### config.mk
export PLATFORM = sky130hd
export DESIGN_NAME = sorted_priority_queue_unit
export DESIGN_NICKNAME = d
export VERILOG_FILES = /design/src/rtl/spq_pkg.sv /design/src/rtl/spq_ctrl.sv /design/src/rtl/spq_datapath.sv /design/src/rtl/sorted_priority_queue_unit.sv
export SDC_FILE = /design/constraint.sdc
export NUM_CORES = 2
export LEC_CHECK = 0
export ABC_AREA = 1
export BUFFER_PORTS_ARGS = -buffer_cell sky130_fd_sc_hd__buf_2
export CAP_MARGIN = 30
export CORE_AREA = 2 2 275 277
export DETAILED_ROUTE_END_ITERATION = 10
export DIE_AREA = 0 0 277 279
export MAX_ROUTING_LAYER = met4
export PLACE_DENSITY = 0.66
export SYNTH_ARGS = -nofsm -noshare
export SYNTH_HDL_FRONTEND = slang
export SYNTH_HIERARCHICAL = 1
export SYNTH_SLANG_ARGS = --single-unit
### constraint.sdc
create_clock -name clk -period 6.4 [get_ports clk]
set_clock_uncertainty 0.1 [all_clocks]
set_input_delay 1.28 -clock clk [delete_from_list [all_inputs] [get_ports clk]]
set_output_delay 1.28 -clock clk [all_outputs]
set_load 0.01 [all_outputs]
### src/rtl/spq_pkg.sv
// Shared types and constants for the sorted priority queue.
package spq_pkg;

  // Width of the key and tag fields on the stream words
  localparam int unsigned FIELD_W = 16;
  // Width of the fill count field on the result word
  localparam int unsigned FILL_W  = 5;
  // Packed widths of the input and result words (whole bytes)
  localparam int unsigned IN_W    = 40;
  localparam int unsigned OUT_W   = 40;

  // Action codes of an input word
  typedef enum logic [1:0] {
    ACT_PUSH = 2'd0,
    ACT_POP  = 2'd1,
    ACT_PEEK = 2'd2
  } action_t;

  // Status codes of a result word
  typedef enum logic [1:0] {
    ST_OK    = 2'd0,
    ST_FULL  = 2'd1,
    ST_EMPTY = 2'd2
  } status_t;

  // Controller states: result register empty or holding a word
  typedef enum logic {
    CS_IDLE = 1'b0,
    CS_HOLD = 1'b1
  } ctrl_state_t;

  // Commands from controller to datapath
  typedef struct packed {
    logic    load;       // capture a result word this cycle
    logic    push;       // insert the incoming entry
    logic    pop;        // remove the head entry
    logic    give_head;  // result carries the head entry
    status_t status;     // status code of the result
  } dp_cmd_t;

  // Status from datapath to controller
  typedef struct packed {
    logic full;
    logic empty;
  } dp_stat_t;

endpackage

### src/rtl/spq_ctrl.sv
// Controller: handshakes, action decode and command generation.
module spq_ctrl (
  input  logic              clk,
  input  logic              rst,
  input  logic              in_valid,
  output logic              in_ready,
  input  logic [1:0]        action,
  output logic              out_valid,
  input  logic              out_ready,
  input  spq_pkg::dp_stat_t stat,
  output spq_pkg::dp_cmd_t  cmd
);

  spq_pkg::ctrl_state_t state, state_next;
  logic accept;

  // State register
  always_ff @(posedge clk) begin
    if (rst) begin
      state <= spq_pkg::CS_IDLE;
    end else begin
      state <= state_next;
    end
  end

  // Next state, handshakes and commands
  always_comb begin
    in_ready  = (state == spq_pkg::CS_IDLE) || out_ready;
    out_valid = (state == spq_pkg::CS_HOLD);
    accept    = in_valid && in_ready;

    state_next = state;
    if (accept) begin
      state_next = spq_pkg::CS_HOLD;
    end else if (out_ready) begin
      state_next = spq_pkg::CS_IDLE;
    end

    cmd           = '0;
    cmd.status    = spq_pkg::ST_OK;
    cmd.load      = accept;
    unique case (spq_pkg::action_t'(action))
      spq_pkg::ACT_PUSH: begin
        if (stat.full) begin
          cmd.status = spq_pkg::ST_FULL;
        end else begin
          cmd.push = accept;
        end
      end
      spq_pkg::ACT_POP: begin
        if (stat.empty) begin
          cmd.status = spq_pkg::ST_EMPTY;
        end else begin
          cmd.pop       = accept;
          cmd.give_head = 1'b1;
        end
      end
      spq_pkg::ACT_PEEK: begin
        if (stat.empty) begin
          cmd.status = spq_pkg::ST_EMPTY;
        end else begin
          cmd.give_head = 1'b1;
        end
      end
      // unused code: no change, plain ok result
      default: begin
        cmd.status = spq_pkg::ST_OK;
      end
    endcase
  end

  // Checks
  a_no_push_full: assert property (@(posedge clk) disable iff (rst)
    cmd.push |-> !stat.full) else $error("push issued into full queue");
  a_no_pop_empty: assert property (@(posedge clk) disable iff (rst)
    cmd.pop |-> !stat.empty) else $error("pop issued on empty queue");
  a_load_holds: assert property (@(posedge clk) disable iff (rst)
    cmd.load |=> out_valid) else $error("accepted word left no result");

endmodule

### src/rtl/spq_datapath.sv
// Datapath: row of sorted entry cells, fill count and result register.
module spq_datapath #(
  parameter int unsigned DEPTH    = 16,
  parameter int unsigned KEY_BITS = 16,
  parameter int unsigned TAG_BITS = 16
) (
  input  logic                         clk,
  input  logic                         rst,
  input  logic [spq_pkg::FIELD_W-1:0]  in_key,
  input  logic [spq_pkg::FIELD_W-1:0]  in_tag,
  input  spq_pkg::dp_cmd_t             cmd,
  output spq_pkg::dp_stat_t            stat,
  output logic [spq_pkg::OUT_W-1:0]    result
);

  localparam int unsigned CNT_W = $clog2(DEPTH + 1);

  // Entry cells, head at cell zero, ascending keys
  logic [KEY_BITS-1:0] cell_key      [DEPTH];
  logic [TAG_BITS-1:0] cell_tag      [DEPTH];
  logic [KEY_BITS-1:0] cell_key_next [DEPTH];
  logic [TAG_BITS-1:0] cell_tag_next [DEPTH];
  logic [DEPTH-1:0]    ge;
  logic [CNT_W-1:0]    count, count_next;
  logic [KEY_BITS-1:0] new_key;
  logic [TAG_BITS-1:0] new_tag;

  // Result register fields
  spq_pkg::status_t            res_status;
  logic [spq_pkg::FIELD_W-1:0] res_key;
  logic [spq_pkg::FIELD_W-1:0] res_tag;
  logic [spq_pkg::FILL_W-1:0]  res_fill;
  logic                        res_empty;

  assign new_key = KEY_BITS'(in_key);
  assign new_tag = TAG_BITS'(in_tag);

  assign stat.full  = (count == CNT_W'(DEPTH));
  assign stat.empty = (count == '0);

  // Per-cell compare: stored entry not smaller than the incoming key
  always_comb begin
    for (int i = 0; i < DEPTH; i++) begin
      ge[i] = (count > CNT_W'(i)) && (cell_key[i] >= new_key);
    end
  end

  // Per-cell next value: shift right on push, shift left on pop
  always_comb begin
    for (int i = 0; i < DEPTH; i++) begin
      cell_key_next[i] = cell_key[i];
      cell_tag_next[i] = cell_tag[i];
      if (cmd.push) begin
        if (i > 0 && ge[(i > 0) ? i - 1 : 0]) begin
          cell_key_next[i] = cell_key[(i > 0) ? i - 1 : 0];
          cell_tag_next[i] = cell_tag[(i > 0) ? i - 1 : 0];
        end else if (ge[i] || (count == CNT_W'(i))) begin
          cell_key_next[i] = new_key;
          cell_tag_next[i] = new_tag;
        end
      end else if (cmd.pop && (i < DEPTH - 1)) begin
        cell_key_next[i] = cell_key[(i < DEPTH - 1) ? i + 1 : i];
        cell_tag_next[i] = cell_tag[(i < DEPTH - 1) ? i + 1 : i];
      end
    end
  end

  // Fill count after this operation
  always_comb begin
    count_next = count;
    if (cmd.push) begin
      count_next = count + 1'b1;
    end else if (cmd.pop) begin
      count_next = count - 1'b1;
    end
  end

  // Entry cells hold payload only, no reset
  always_ff @(posedge clk) begin
    for (int i = 0; i < DEPTH; i++) begin
      cell_key[i] <= cell_key_next[i];
      cell_tag[i] <= cell_tag_next[i];
    end
  end

  always_ff @(posedge clk) begin
    if (rst) begin
      count <= '0;
    end else begin
      count <= count_next;
    end
  end

  // Result word capture
  always_ff @(posedge clk) begin
    if (cmd.load) begin
      res_status <= cmd.status;
      res_key    <= cmd.give_head ? spq_pkg::FIELD_W'(cell_key[0]) : '0;
      res_tag    <= cmd.give_head ? spq_pkg::FIELD_W'(cell_tag[0]) : '0;
      res_fill   <= spq_pkg::FILL_W'(count_next);
      res_empty  <= (count_next == '0);
    end
  end

  assign result = {res_empty, res_fill, res_tag, res_key, res_status};

  // Checks
  a_count_bound: assert property (@(posedge clk) disable iff (rst)
    count <= CNT_W'(DEPTH)) else $error("fill count beyond depth");
  a_push_count: assert property (@(posedge clk) disable iff (rst)
    cmd.push |=> count == CNT_W'($past(count) + 1'b1))
    else $error("push did not raise the fill count");
  a_pop_count: assert property (@(posedge clk) disable iff (rst)
    cmd.pop |=> count == CNT_W'($past(count) - 1'b1))
    else $error("pop did not lower the fill count");

endmodule

### src/rtl/sorted_priority_queue_unit.sv
// Top level of the sorted priority queue: controller plus cell datapath.
//
//  channel  | dir | tdata fields, lowest bit up
//  ---------+-----+-------------------------------------------------------------
//  s_axis   | in  | action[1:0] in_key[17:2] in_tag[33:18] zero[39:34]
//  m_axis   | out | status[1:0] out_key[17:2] out_tag[33:18] fill_count[38:34]
//           |     | is_empty[39]
//
// Every cell compares against the incoming key in parallel and the row shifts in
// the same edge, so the rate is one word a cycle while m_axis takes each result.
// The result appears in an output register in the cycle after acceptance, and a
// new word is taken in the cycle the held result leaves.
// Reset clears the fill count and the controller state; entry cells and the
// result register are not reset, m_axis_tvalid stays low until a word is taken.
// A stalled m_axis holds the result and stops s_axis until it is taken.
module sorted_priority_queue_unit #(
  parameter int unsigned DEPTH    = 16,
  parameter int unsigned KEY_BITS = 16,
  parameter int unsigned TAG_BITS = 16
) (
  input  logic                       clk,
  input  logic                       rst,
  input  logic                       s_axis_tvalid,
  output logic                       s_axis_tready,
  input  logic [spq_pkg::IN_W-1:0]   s_axis_tdata,   // action, in_key, in_tag
  output logic                       m_axis_tvalid,
  input  logic                       m_axis_tready,
  output logic [spq_pkg::OUT_W-1:0]  m_axis_tdata    // status, out_key, out_tag,
                                                     // fill_count, is_empty
);

  spq_pkg::dp_cmd_t  cmd;
  spq_pkg::dp_stat_t stat;

  spq_ctrl u_ctrl (
    .clk       (clk),
    .rst       (rst),
    .in_valid  (s_axis_tvalid),
    .in_ready  (s_axis_tready),
    .action    (s_axis_tdata[1:0]),
    .out_valid (m_axis_tvalid),
    .out_ready (m_axis_tready),
    .stat      (stat),
    .cmd       (cmd)
  );

  spq_datapath #(
    .DEPTH    (DEPTH),
    .KEY_BITS (KEY_BITS),
    .TAG_BITS (TAG_BITS)
  ) u_datapath (
    .clk    (clk),
    .rst    (rst),
    .in_key (s_axis_tdata[17:2]),
    .in_tag (s_axis_tdata[33:18]),
    .cmd    (cmd),
    .stat   (stat),
    .result (m_axis_tdata)
  );

endmodule

==> results.env <==
RUN_STATUS='completed'
GRT_UTIL_ALL_LAYERS=0.319
WORSTHOLDSTART='u_datapath/cell_tag[1][120]$_DFFE_PP_'
CLOCK_POWER_SHARE=0.379
GRT_START_MAX_NET_PINS=177
SYNTH-XOR-AREA-SHARE=0.000711
SYNTH_AREA_LEADERS='sky130_fd_sc_hd__edfxtp_1 (45%), sky130_fd_sc_hd__nand2_1 (18%), sky130_fd_sc_hd__nand3_1 (13%), sky130_fd_sc_hd__ha_1 (9.0%), sky130_fd_sc_hd__inv_1 (6.1%)'
POST_CTS_RESIZED=0
GRT.OVERFLOW.TOTAL=0
YS.WARNINGS.COUNT=6
SETUP_VIOL=0
MAX_CAP_VIOLATIONS=0
FINALCRITPERIODSHARE=0.723
PIN_COUNT=86
FINALHOLDVIOLCOUNT=0
SYNTHESIS.NETS=5121
DRT-INITIAL-DRC-COUNT=4236
DETAIL_ROUTE.DRC_VIOLATIONS=0
CP_SLOWEST_CELL='sky130_fd_sc_hd__clkinv_1'
DIE_WIDTH_UM=277
SYNTH_MUX_AREA_FRAC=0
DETAIL_ROUTE.WL_PER_CELL_UM=21.0
SYNTH_TOP_AREA_SHARE=0.448
CRITICAL_PATH.MAX_STAGE_DELAY_NS=0.79
R2R_START='u_datapath/count[1]$_SDFF_PP0_'
TIMING.FMAX_GHz=0.216
AREA_DELTA_SYNTH_FINAL_PCT=9.29
ANTENNA_FOUND_INITIAL=4
H-TREE-DEPTH=3
INSERTION_DELAY_NS=0.62
PLEAK_nW=20.0
YOSYSSEQAREASHARE=0.452
PLACE.GP.CONGESTION=0.906
ROUTE.ANTENNA.REMAINING_NETS=0
TIMING.CRITICAL_PATH.ARRIVAL_NS=4.77
DETAIL_ROUTE.WIRELENGTH_UM=122000
PATH_CLK_SLEW_NS=0.06
INTPOWER_mW=6.91
SYNTH_SIMPLE_GATE_AREA_SHARE=0.332
SYNTH_FLOP_CELL='sky130_fd_sc_hd__edfxtp_1'
POWER_SPENT_CHARGING_AND_DISCHARGING_NETS_mW=2.95
HOLD-PATH-CELL-COUNT=2
SETUP_TOTAL_NEGATIVE_SLACK_NS=0
DRV_SLEW=0
WORST_SETUP_PATH_START_KIND='primary input'
WORST-SLEW-PIN-TRANSITION_NS=1.04
CRITICAL_PATH.CELL_CHAIN='buf_2 > clkinv_1 > ha_1 > nand2_1 > o21a_1 > nand2_1 > nand2_1 > nand2_1 > nand2_2 > nand3_1 > nand2_1 > inv_1 > buf_4'
SYNTH_FA_HA_AREA_FRAC=0.0900
NETLIST.TOP_CELL.BY_AREA='sky130_fd_sc_hd__edfxtp_1'
MULTI_INPUT_COMB_AREA_MM2=0.0168
NETLIST_AREA_MM2=0.0370
CTS_ROOT_BUF='sky130_fd_sc_hd__clkbuf_16'
NUM_CLOCK_SINKS=558
FLOORPLAN.INITIALDENSITY=0.499
WORST_HOLD_PATH.ENDPOINT='u_datapath/cell_tag[1][104]$_DFFE_PP_'
CTS.REPAIR_TIMING.SETUP_BUFFER_COUNT=0
FINAL.FILL_COUNT=7065
SYNTH_COMPOUND_GATE_AREA_SHARE=0.0305
RELATIVE_SLEW_SLACK=0.304
VIA_PER_INST=5.71
POST_SYNTH.CELL_AREA_AVG_UM2=7.68
DRTPASS1ITERATIONS=6
SYNTHESIS.INSTANCES=4811
END_KIND='register'
REGISTER_AREA_MM2=0.0167
FINALWORSTPATHREQUIREDPERIOD_NS=4.63
FLOORPLAN.CORE_AREA_MM2=0.0741
WORSTREGTOREGCELLS=11
DIE-HEIGHT_UM=279
ROW_COUNT=100
CLOCK_TREE_FROM_TRITONCTS='yes'
TOTAL_POWER_mW=9.86
CTS-BUFFERS-INSERTED=66
FLOORPLAN.DIE_AREA_MM2=0.0773
IRDROPWORSTVDD_mV=0.174
POST-SYNTH-TOP-COUNT-CELL='sky130_fd_sc_hd__nand2_1'
YOSYSUNIQUECELLTYPES=35
FIN_NETS=5089
REGTOREGSETUPSLACK_NS=2.53
POWER_DENSITY_mW_PER_MM2=244
CRITPATHMOSTFREQUENTCELL='sky130_fd_sc_hd__nand2_1'
DETAILEDPLACEMENTHPWL_UM=83500
HOLD_PATH_CLASS='register to register'
VIA_COUNT=33104
PROPORTION_OF_LAYOUT_CELLS_WITH_A_DRIVE_SUFFIX_ABOVE_1=0.0669
WORST-SETUP-PATH-TYPE='primary input to register'
IO_BUFFERS=79
CTS_HOLD_REPAIR.BUFFERS=0
SYNTH_COMMONEST_CELLS='sky130_fd_sc_hd__nand2_1 (1,755), sky130_fd_sc_hd__nand3_1 (937), sky130_fd_sc_hd__inv_1 (602)'
CLOCK_TREE.BUFFER_DEPTH=3
SHARE_OF_TOTAL_POWER_IN_SEQUENTIAL_CELLS=0.447
MAX_FO_CRITICAL_PATH=34
GRT_FIRST_PASS_WIRELENGTH_UM=184000
COMBINATIONALPOWERSHARE=0.174
VIAS_IN_THE_FIRST_GLOBAL_ROUTE=31209
CRITICAL_PATH.REG2REG.ENDPOINT='u_datapath/cell_key[0][69]$_DFFE_PP_'
CORE_UTIL_FINAL=0.546
SYNTH_EDF_COUNT=552
YS_ASYNC_SR_FRACTION=0
NUMBER_OF_SYNTHESIZED_REGISTER_BITS=558
GRT_SETUP_UNREPAIRED='false'
P_SW_FRAC=0.299
SYNTH_TOP_FAMILY_BY_AREA='simple AND/OR/NAND/NOR gates'
WORST-ENDPOINT-REQUIRED_NS=6.54
## final cells by class
type                    instances  share of cell area
clock inverters                30             0.00749
well taps                     969              0.0300
diodes                          1           0.0000619
multi-input cells            3353               0.416
inverters                     615              0.0573
repair buffers                185              0.0326
clock buffers                  84              0.0436
flip-flops and latches        558               0.413
## per-layer routing
layer | vias to the layer above | global-route usage | part of all wire
met5 | - | - | 0
met4 | 0 | 0.138 | 0.046
met3 | 321 | 0.0583 | 0.10
met2 | 1710 | 0.499 | 0.46
met1 | 15433 | 0.406 | 0.40
li1 | 15640 | - | -
## worst max-delay path by stage
stage / start / endpoint / slack [ns] / cells after the start
after floorplan: s_axis_tdata[13] / u_datapath/cell_key[1][100]$_DFFE_PP_ / 1.08 / 11
after global placement: s_axis_tdata[9] / u_datapath/cell_key[0][75]$_DFFE_PP_ / 1.33 / 16
after detailed placement: s_axis_tdata[9] / u_datapath/cell_key[0][72]$_DFFE_PP_ / 1.29 / 16
after CTS: s_axis_tdata[9] / u_datapath/cell_key[0][72]$_DFFE_PP_ / 1.92 / 16
after global routing: s_axis_tdata[9] / u_datapath/cell_key[0][90]$_DFFE_PP_ / 1.61 / 16
final: s_axis_tdata[9] / u_datapath/cell_key[0][90]$_DFFE_PP_ / 1.77 / 13
## power groups by stage
stage | logic, mW | registers, mW | clock network (mW)
after floorplan | 1.14 | 4.43 | 0
after global placement | 1.63 | 4.48 | 0
after detailed placement | 1.68 | 4.48 | 0
after CTS | 1.69 | 4.40 | 3.78
after global routing | 1.89 | 4.42 | 3.91
final | 1.72 | 4.41 | 3.74
## cell families after synthesis
| family | after synthesis |
|---|---|
| AOI/OAI and AO/OA | 202 |
| adders and majority gates | 266 |
| xor gates and xnor gates | 3 |
| buffers and inverters | 900 |
| DFF | 558 |
| and+or+nand+nor | 2882 |
## per-stage QoR
step                      hold slack, ns  worst slack, ns  std cells  area (um2)
after floorplan                    0.395             1.08       4811       37000
after global placement             0.397             1.33       5678       38300
after detailed placement           0.403             1.29       5680       38300
after CTS                          0.416             1.92       5794       40400
after global routing               0.431             1.61       5795       40400
final                              0.413             1.77       5795       40400
## sequential cells by signal, indices dropped and copies added (netlist names)
register / flops
u_datapath/res_fill: 5
u_datapath/count: 5
u_datapath/cell_key: 256
u_datapath/cell_tag: 256
u_ctrl/out_valid: 1
u_datapath/res_status: 2
u_datapath/res_tag: 16
u_datapath/res_key: 16
u_datapath/res_empty: 1
## worst max-delay path, delay by kind of cell
kind / cells / cell delay (ns)
buf+inv: 4 / 1.43
simple gates: 7 / 1.11
fa+ha+maj: 1 / 0.67
compound gates: 1 / 0.19
## cells in the final DEF, fill, tap and decap left out, drive strengths merged, types with 2 or more instances in the layout
cell	instances
nand2	1767
o21a	5
dfxtp	6
o21ai	64
a21oi	99
nor2	108
clkbuf	84
and2	2
nand3	937
o21bai	23
edfxtp	552
buf	185
inv	611
nor3	15
nand4	21
a21o	7
nand3b	32
ha	266
xor2	3
bufinv	5
clkinv	29
Power figures use the tool's default switching activity.
